==> config.mk <==
export PLATFORM = sky130hd
export DESIGN_NAME = dhl_front_flat
export DESIGN_NICKNAME = d
export VERILOG_FILES = /design/src/dhl_pkg.sv /design/src/dhl_in_if.sv /design/src/dhl_front.sv /design/src/flat_wrapper.sv
export SDC_FILE = /design/constraint.sdc
export NUM_CORES = 1
export LEC_CHECK = 0
export BUFFER_PORTS_ARGS = -buffer_cell sky130_fd_sc_hd__clkbuf_2
export CORE_MARGIN = 1.5
export CORE_UTILIZATION = 40
export CTS_BUF_LIST = sky130_fd_sc_hd__clkbuf_2 sky130_fd_sc_hd__clkbuf_4 sky130_fd_sc_hd__clkbuf_8
export CTS_CLUSTER_SIZE = 14
export DETAILED_ROUTE_END_ITERATION = 8
export GPL_TIMING_DRIVEN = 0
export PLACE_DENSITY = 0.69
export SYNTH_ARGS = -nofsm -noshare
export SYNTH_HDL_FRONTEND = slang
export SYNTH_SLANG_ARGS = --single-unit
==> constraint.sdc <==
create_clock -name clk_i -period 5.8 [get_ports clk_i]
set_clock_uncertainty 0.2 [all_clocks]
set_input_delay 0.87 -clock clk_i [delete_from_list [all_inputs] [get_ports clk_i]]
set_output_delay 0.87 -clock clk_i [all_outputs]
set_load 0.05 [all_outputs]
==> src/dhl_pkg.sv <==
// dhl_pkg: shared types and constants of the dh link chain transform
// no dependencies
`default_nettype none
package dhl_pkg;

  localparam int CordicSteps = 30;
  localparam logic signed [33:0] CordicGain = 34'sd652032874;

  typedef struct packed {
    logic               restart;
    logic signed [23:0] link_length;
    logic signed [23:0] link_offset;
    logic        [15:0] theta;
    logic        [15:0] alpha;
  } job_t;

  typedef struct packed {
    logic valid;
    job_t job;
  } qhead_t;

  function automatic logic [29:0] atan_val(input logic [4:0] i);
    logic [29:0] v;
    case (i)
      5'd0:  v = 30'h20000000;
      5'd1:  v = 30'h12E4051E;
      5'd2:  v = 30'h09FB385B;
      5'd3:  v = 30'h051111D4;
      5'd4:  v = 30'h028B0D43;
      5'd5:  v = 30'h0145D7E1;
      5'd6:  v = 30'h00A2F61E;
      5'd7:  v = 30'h00517C55;
      5'd8:  v = 30'h0028BE53;
      5'd9:  v = 30'h00145F2F;
      5'd10: v = 30'h000A2F98;
      5'd11: v = 30'h000517CC;
      5'd12: v = 30'h00028BE6;
      5'd13: v = 30'h000145F3;
      5'd14: v = 30'h0000A2FA;
      5'd15: v = 30'h0000517D;
      5'd16: v = 30'h000028BE;
      5'd17: v = 30'h0000145F;
      5'd18: v = 30'h00000A30;
      5'd19: v = 30'h00000518;
      5'd20: v = 30'h0000028C;
      5'd21: v = 30'h00000146;
      5'd22: v = 30'h000000A3;
      5'd23: v = 30'h00000051;
      5'd24: v = 30'h00000029;
      5'd25: v = 30'h00000014;
      5'd26: v = 30'h0000000A;
      5'd27: v = 30'h00000005;
      5'd28: v = 30'h00000003;
      5'd29: v = 30'h00000001;
      default: v = '0;
    endcase
    return v;
  endfunction

endpackage
`default_nettype wire

==> src/dhl_in_if.sv <==
// dhl_in_if: link request channel, valid/ready with link fields
// no dependencies
`default_nettype none
interface dhl_in_if;
  logic               valid;
  logic               ready;
  logic               restart;
  logic signed [23:0] link_length;
  logic signed [15:0] link_twist;
  logic signed [23:0] link_offset;
  logic signed [15:0] joint_angle;
  logic signed [15:0] joint_command;

  modport source (output valid, restart, link_length, link_twist, link_offset,
                  joint_angle, joint_command, input ready);
  modport sink (input valid, restart, link_length, link_twist, link_offset,
                joint_angle, joint_command, output ready);
endinterface
`default_nettype wire

==> src/dhl_front.sv <==
// dhl_front: accepts link requests, forms the wrapped joint angle, two-entry queue
// depends on dhl_pkg, dhl_in_if
`default_nettype none
module dhl_front #(
  parameter int ANGLE_BITS = 16
) (
  input  wire logic           clk_i,
  input  wire logic           rst_ni,
  dhl_in_if.sink              in_i,
  input  wire logic           pop_i,
  output dhl_pkg::qhead_t     head_o
);

  localparam int ClrBits = (ANGLE_BITS < 16) ? (16 - ANGLE_BITS) : 0;
  localparam logic [15:0] AngMask = 16'hFFFF << ClrBits;

  dhl_pkg::job_t ent_q [2];
  logic          wr_q, rd_q;
  logic [1:0]    cnt_q;
  logic          push;
  logic          pop;
  dhl_pkg::job_t job;

  assign in_i.ready = (cnt_q != 2'd2);
  assign push = in_i.valid && in_i.ready;
  assign pop  = pop_i && (cnt_q != 2'd0);

  always_comb begin
    job.restart     = in_i.restart;
    job.link_length = in_i.link_length;
    job.link_offset = in_i.link_offset;
    job.theta       = (in_i.joint_angle + in_i.joint_command) & AngMask;
    job.alpha       = in_i.link_twist & AngMask;
  end

  always_ff @(posedge clk_i) begin
    if (push) begin
      ent_q[wr_q] <= job;
    end
  end

  always_ff @(posedge clk_i or negedge rst_ni) begin
    if (!rst_ni) begin
      wr_q  <= 1'b0;
      rd_q  <= 1'b0;
      cnt_q <= 2'd0;
    end else begin
      if (push) wr_q <= ~wr_q;
      if (pop) rd_q <= ~rd_q;
      if (push && !pop) cnt_q <= cnt_q + 2'd1;
      else if (pop && !push) cnt_q <= cnt_q - 2'd1;
    end
  end

  assign head_o.valid = (cnt_q != 2'd0);
  assign head_o.job   = ent_q[rd_q];

endmodule
`default_nettype wire

==> src/flat_wrapper.sv <==
// flat-port wrapper written by rule: the top's interface ports become plain ports
module dhl_front_flat 
#(
  parameter int ANGLE_BITS = 16
)
  (clk_i, rst_ni, pop_i, head_o, in_i_valid, in_i_restart, in_i_link_length, in_i_link_twist, in_i_link_offset, in_i_joint_angle, in_i_joint_command, in_i_ready);
  dhl_in_if in_i_i ();
  input  wire logic clk_i;
  input  wire logic rst_ni;
  input  wire logic pop_i;
  output dhl_pkg::qhead_t head_o;
  input wire logic [$bits(in_i_i.valid)-1:0] in_i_valid;
  input wire logic [$bits(in_i_i.restart)-1:0] in_i_restart;
  input wire logic [$bits(in_i_i.link_length)-1:0] in_i_link_length;
  input wire logic [$bits(in_i_i.link_twist)-1:0] in_i_link_twist;
  input wire logic [$bits(in_i_i.link_offset)-1:0] in_i_link_offset;
  input wire logic [$bits(in_i_i.joint_angle)-1:0] in_i_joint_angle;
  input wire logic [$bits(in_i_i.joint_command)-1:0] in_i_joint_command;
  output wire logic [$bits(in_i_i.ready)-1:0] in_i_ready;
  assign in_i_i.valid = in_i_valid;
  assign in_i_i.restart = in_i_restart;
  assign in_i_i.link_length = in_i_link_length;
  assign in_i_i.link_twist = in_i_link_twist;
  assign in_i_i.link_offset = in_i_link_offset;
  assign in_i_i.joint_angle = in_i_joint_angle;
  assign in_i_i.joint_command = in_i_joint_command;
  assign in_i_ready = in_i_i.ready;
  dhl_front #(.ANGLE_BITS(ANGLE_BITS)) u_core (.clk_i(clk_i), .rst_ni(rst_ni), .in_i(in_i_i), .pop_i(pop_i), .head_o(head_o));
endmodule
Word level (Yosys, flattened, before mapping)
Memory sizes are Yosys's and may differ from the RTL's.
Index checks and enable logic that the tools add are counted.
{"block": "word_totals", "reg_bits": 4, "latch_bits": 0, "rom_bits": 0, "mem_bits_rw": 162, "wordCells": 22, "out_inout_bits": 83, "memories": 1}
{"memory": "u_core.ent_q", "words": 2, "width": 81, "rd": 1, "rd_clocked_by_memory_dff": 0, "write_ports": 1, "line_no": "dhl_front.sv:17", "source": "dhl_pkg::job_t ent_q [2];"}
{"block": "classes", "add_sub_neg": 3, "n_shift": 0, "n_div": 0, "order_cmp": 0, "n_mux": 4, "eq_ne": 1, "n_mul": 0, "n_reduce_logical": 8, "bitwise": 2}
{"cell": "$add A16 B16 Y16", "n": 1}
{"cell": "$logic_and A1 B1 Y1", "n": 4}
{"cell": "$mux W2", "n": 2}
{"cell": "$reduce_bool A2 Y1", "n": 2}
{"cell": "$add A2 B1 Y2 const B", "n": 1}
{"cell": "$logic_not A1 Y1", "n": 2}
{"cell": "$mux W1", "n": 2}
{"cell": "$ne A2 B2 Y1 const B", "n": 1}
{"cell": "$not A1 Y1", "n": 2}
{"cell": "$sub A2 B1 Y2 const B", "n": 1}

Logic depth before layout (Yosys ltp)
{"block": "logic_depth", "word_depth": 6, "depth_mapped": 7, "ltp_nobuf": 7}

Least setup slack after synthesis
No wires, ideal clock.
{"block": "synth_path", "path_type": "flip-flop to flip-flop", "from": "reg u_core.cnt_q[0]", "to": "mem u_core.ent_q[0][0] (netlist name) (enable)", "path_slack_ps": 630, "setup_time_ps": 521, "path_buffers": 0, "t_arrival_ps": 4448, "required_time_ps": 5079, "stages_incl_launch_ff": 4, "cell_sequence": "dfrtp_1 > nand2b_1 > nand2_1 > nor2_1"}
{"block": "synth_via", "elab_chain_cells": 4}
{"element": "start, declared", "line_no": "dhl_front.sv:19", "source": "logic [1:0] cnt_q;"}
{"element": "start signal, assigned", "line_no": "dhl_front.sv:50", "source": "if (push && !pop) cnt_q <= cnt_q + 2'd1;"}
{"element": "start signal, assigned", "line_no": "dhl_front.sv:51", "source": "else if (pop && !push) cnt_q <= cnt_q - 2'd1;"}
{"element": "$ne A2 B2 Y1", "line_no": "dhl_front.sv:24", "source": "assign in_i.ready = (cnt_q != 2'd2);"}
{"element": "via in_i_ready", "line_no": "flat_wrapper.sv:19", "source": "output wire logic [$bits(in_i_i.ready)-1:0] in_i_ready;"}
{"element": "$logic_and A1 B1 Y1", "line_no": "dhl_front.sv:25", "source": "assign push = in_i.valid && in_i.ready;"}
{"element": "$mux W1", "line_no": "dhl_front.sv:37", "source": "if (push) begin"}
{"element": "$mux W1 (not written as such)", "line_no": "dhl_front.sv:38", "source": "ent_q[wr_q] <= job;"}
{"element": "end, declared", "line_no": "dhl_front.sv:17"}
The timed path passes the listed nets, and every way through them passes these cells.

==> flow_summary_export.csv <==
group,metric,value,unit
worst_setup_path,cp-end-kind,"output pin",
yosys,synthTopCellsByArea,"edfxtp_1, mux2_2, mux2_1",
sta,period_needed,3290,ps
sta,hold_viol_final,0,
sta,fmax,304,MHz
yosys,syn_nets,492,
yosys,synth_top_area_share,71.3,%
global_route,grt_max_degree,46,
yosys,yosys.area.top_type,"edfxtp_1",
sta,finalMaxSlewViolations,0,
clocking,cts_made_buffers,17,
yosys,syn_inst,374,
yosys,ys_ff_latch,166,
clocking,ctsResizeCount,0,
worst_setup_path,slowest_delay,460,ps
finish,syn_to_final_growth,25.0,%
worst_setup_path,cp-start-kind,"flip-flop",
floorplan,die_area,0.0178,mm2
pwr,power_density,536,mW/mm2
global_route,grt_pass1_wl,20000,um
finish,layout.cells.non_filler,814,
sta,setup_viol,0,
pwr,p_clk_share,17.3,%
floorplan,core,0.0166,mm2
clocking,clk_pin_slew,80,ps
yosys,syn_area,0.00682,mm2
pwr,p_seq_share,37.5,%
worst_setup_path,critical_path_class,"flip-flop to output pin",
clocking,clockBufferDepth,2,
hold_path,hold_class,"flip-flop to flip-flop",
worst_setup_path,cp.required,4730,ps
finish,nFillCells,1436,
place,numPortBuffers,183,
global_route,grt_use_total,14.6,%
floorplan,rows,47,
yosys,yosysWarningCount,0,
place,globalplace.congestion,0.885,
clocking,clock-sinks,166,
route,num_vias,3926,
route,viasPerCell,4.82,
finish,drive_gt1_share,48.3,%
place,place_inst,781,
clocking,insertion_delay,430,ps
worst_setup_path,worst_path_dominant_cell_family,"buffers and inverters",
worst_setup_path,cp_max_fo,10,
yosys,synth_edf_count,162,
finish,nNetsFinal,699,
route,drt_iter0_markers,170,
finish,utilization,51.2,%
clocking,cts_tree,"yes",
route,drc_errors,0,
worst_setup_path,worstPathCellList,"clkbuf_1 > buf_2 > mux2_2 > clkbuf_2",
floorplan,ios,184,
sta,rsz0062_at_grt,"no",
yosys,ys_top_cells_by_count,"edfxtp_1, mux2_2, mux2_1",
global_route,grt_antenna_before_repair,0,
yosys,ys_async_sr_fraction,2.41,%
clocking,h-tree-depth,4,
floorplan,fp.dieH,134,um
flow_run,drv_cap,0,
worst_setup_path,cp.arrival,2220,ps
place,hpwlAfterDp,9260,um
global_route,overflow,0,
route,dr.pass1.iters,4,
status,status,"completed",
global_route,first_global_vias,4101,
sta,worst_pin_slew,585,ps
pwr,leakage,3.32,nW
pwr,p_int,2.59,mW
worst_setup_path,cp.buffers_inverters,3,
yosys,avgSynthCellArea,18.2,um2
sta,fin_crit_sh,56.8,%
yosys,synth-seq-area-share,72.8,%
pwr,power.switching,1.98,mW
yosys,synthFlopType,"edfxtp_1",
clocking,cts_root_buffer,"clkbuf_8",
worst_setup_path,crit_slowest_cell,"clkbuf_1",
floorplan,die_x,134,um
sta,setup_tns,0,ps
yosys,synth_cell_types,40,
route,post_drt_wl_per_cell,15.6,um
pwr,irDropWorstVdd,0.000238,V
pwr,sw_frac_of_total,43.3,%
route,routed_wl,12700,um
finish,num_antenna_cells,0,
route,ant_nets,0,
floorplan,initial_core_util,41.0,%
sta,slew_headroom,61.0,%
yosys,yosysMostFrequentCell,"edfxtp_1",
pwr,pwr-share-comb,45.1,%
==> cell families (layout without fill, tap and decap cells) <==
group,count (synthesis),after routing,synth area share (%)
flops,166,166,72.8
mux,83,83,13.7
compound gates,38,38,3.82
simple gates,36,36,3.05
xor+xnor,18,18,2.31
fa+ha+maj,17,17,3.23
buf+inv,16,236,1.14
==> metal layers <==
metal	GRT usage, %	part of all wire, %	vias up
met3	4.26	6.9	14
met1	16.6	41	1889
met5	0	0	-
met4	5.92	1.4	0
li1	-	-	1874
met2	25.7	51	149
==> repair_timing <==
action / CTS / global route
hold endpoints to repair: 4 / 0
buffers inserted: 0 / 0
hold buffers: 1 / 0
==> path summary, 6_finish.rpt <==
kind	endpoint	slack (ps)	start	cells past startpoint
min in group asynchronous	u_core.wr_q$_DFFE_PN0P_	590	rst_ni	2
setup / recovery	head_o[31]	2510	u_core.rd_q$_DFFE_PN0P_	4
hold reg to reg	u_core.cnt_q[1]$_DFFE_PN0P_	310	u_core.cnt_q[1]$_DFFE_PN0P_	1
setup reg to reg	u_core.ent_q[0][21]$_DFFE_PP_	3620	u_core.cnt_q[0]$_DFFE_PN0P_	5
hold / removal	u_core.cnt_q[1]$_DFFE_PN0P_	310	u_core.cnt_q[1]$_DFFE_PN0P_	1
max in group asynchronous	u_core.cnt_q[1]$_DFFE_PN0P_	4680	rst_ni	2
==> layout by cell type, fill, tap and decap left out, types with 4 or more instances in the layout <==
master / netlist / routed
clkbuf_2: 0 / 183
edfxtp_1: 162 / 162
mux2_2: 43 / 43
mux2_1: 38 / 38
clkbuf_8: 0 / 17
ha_1: 16 / 16
buf_2: 14 / 14
a21oi_1: 13 / 13
nand2_1: 11 / 11
xnor2_1: 10 / 10
xor2_1: 8 / 8
nand3_1: 6 / 6
a21o_1: 5 / 5
o21ai_1: 5 / 5
nor3_2: 4 / 4
nor2_1: 5 / 4
dfrtp_1: 4 / 4
==> power groups by stage <==
stage          Sequential (mW)  Combinational, mW  Clock, mW
5_1_grt                   1.74               2.18      0.865
2_1_floorplan             1.75               1.58          0
6_report                  1.72               2.06      0.793
3_5_place_dp              1.75               2.09          0
4_1_cts                   1.72               2.09      0.822
3_3_place_gp              1.78               2.00          0
==> metrics by stage <==
| stage | total power, mW | setup slack [ps] | hold slack, ps | cell area (um2) |
|---|---|---|---|---|
| floorplan | 3.33 | 630 | 256 | 6820 |
| finish | 4.57 | 2510 | 307 | 8520 |
| global placement | 3.78 | -1160 | 277 | 8010 |
| global route | 4.78 | 2290 | 333 | 8520 |
| detailed placement | 3.83 | 2740 | 289 | 8130 |
| CTS | 4.64 | 2370 | 308 | 8520 |
==> registers in the layout (all words and copies together), names as in the netlist <==
signal	cells
u_core.ent_q	162
u_core.cnt_q	2
u_core.rd_q	1
u_core.wr_q	1
==> cell type report <==
cell class                      count  area (um2)  share of cell area [%]
Clock buffer                       17         234                    2.75
Tap cell                          220         275                    3.23
Sequential cell                   166        4960                    58.3
Multi-Input combinational cell    192        1790                    21.0
Timing Repair Buffer              188        1030                    12.1
Clock inverter                     15         153                    1.79
Buffer                             15        73.8                   0.866
Inverter                            1        3.75                  0.0440
No activity file was read; power rests on OpenSTA's default activity.
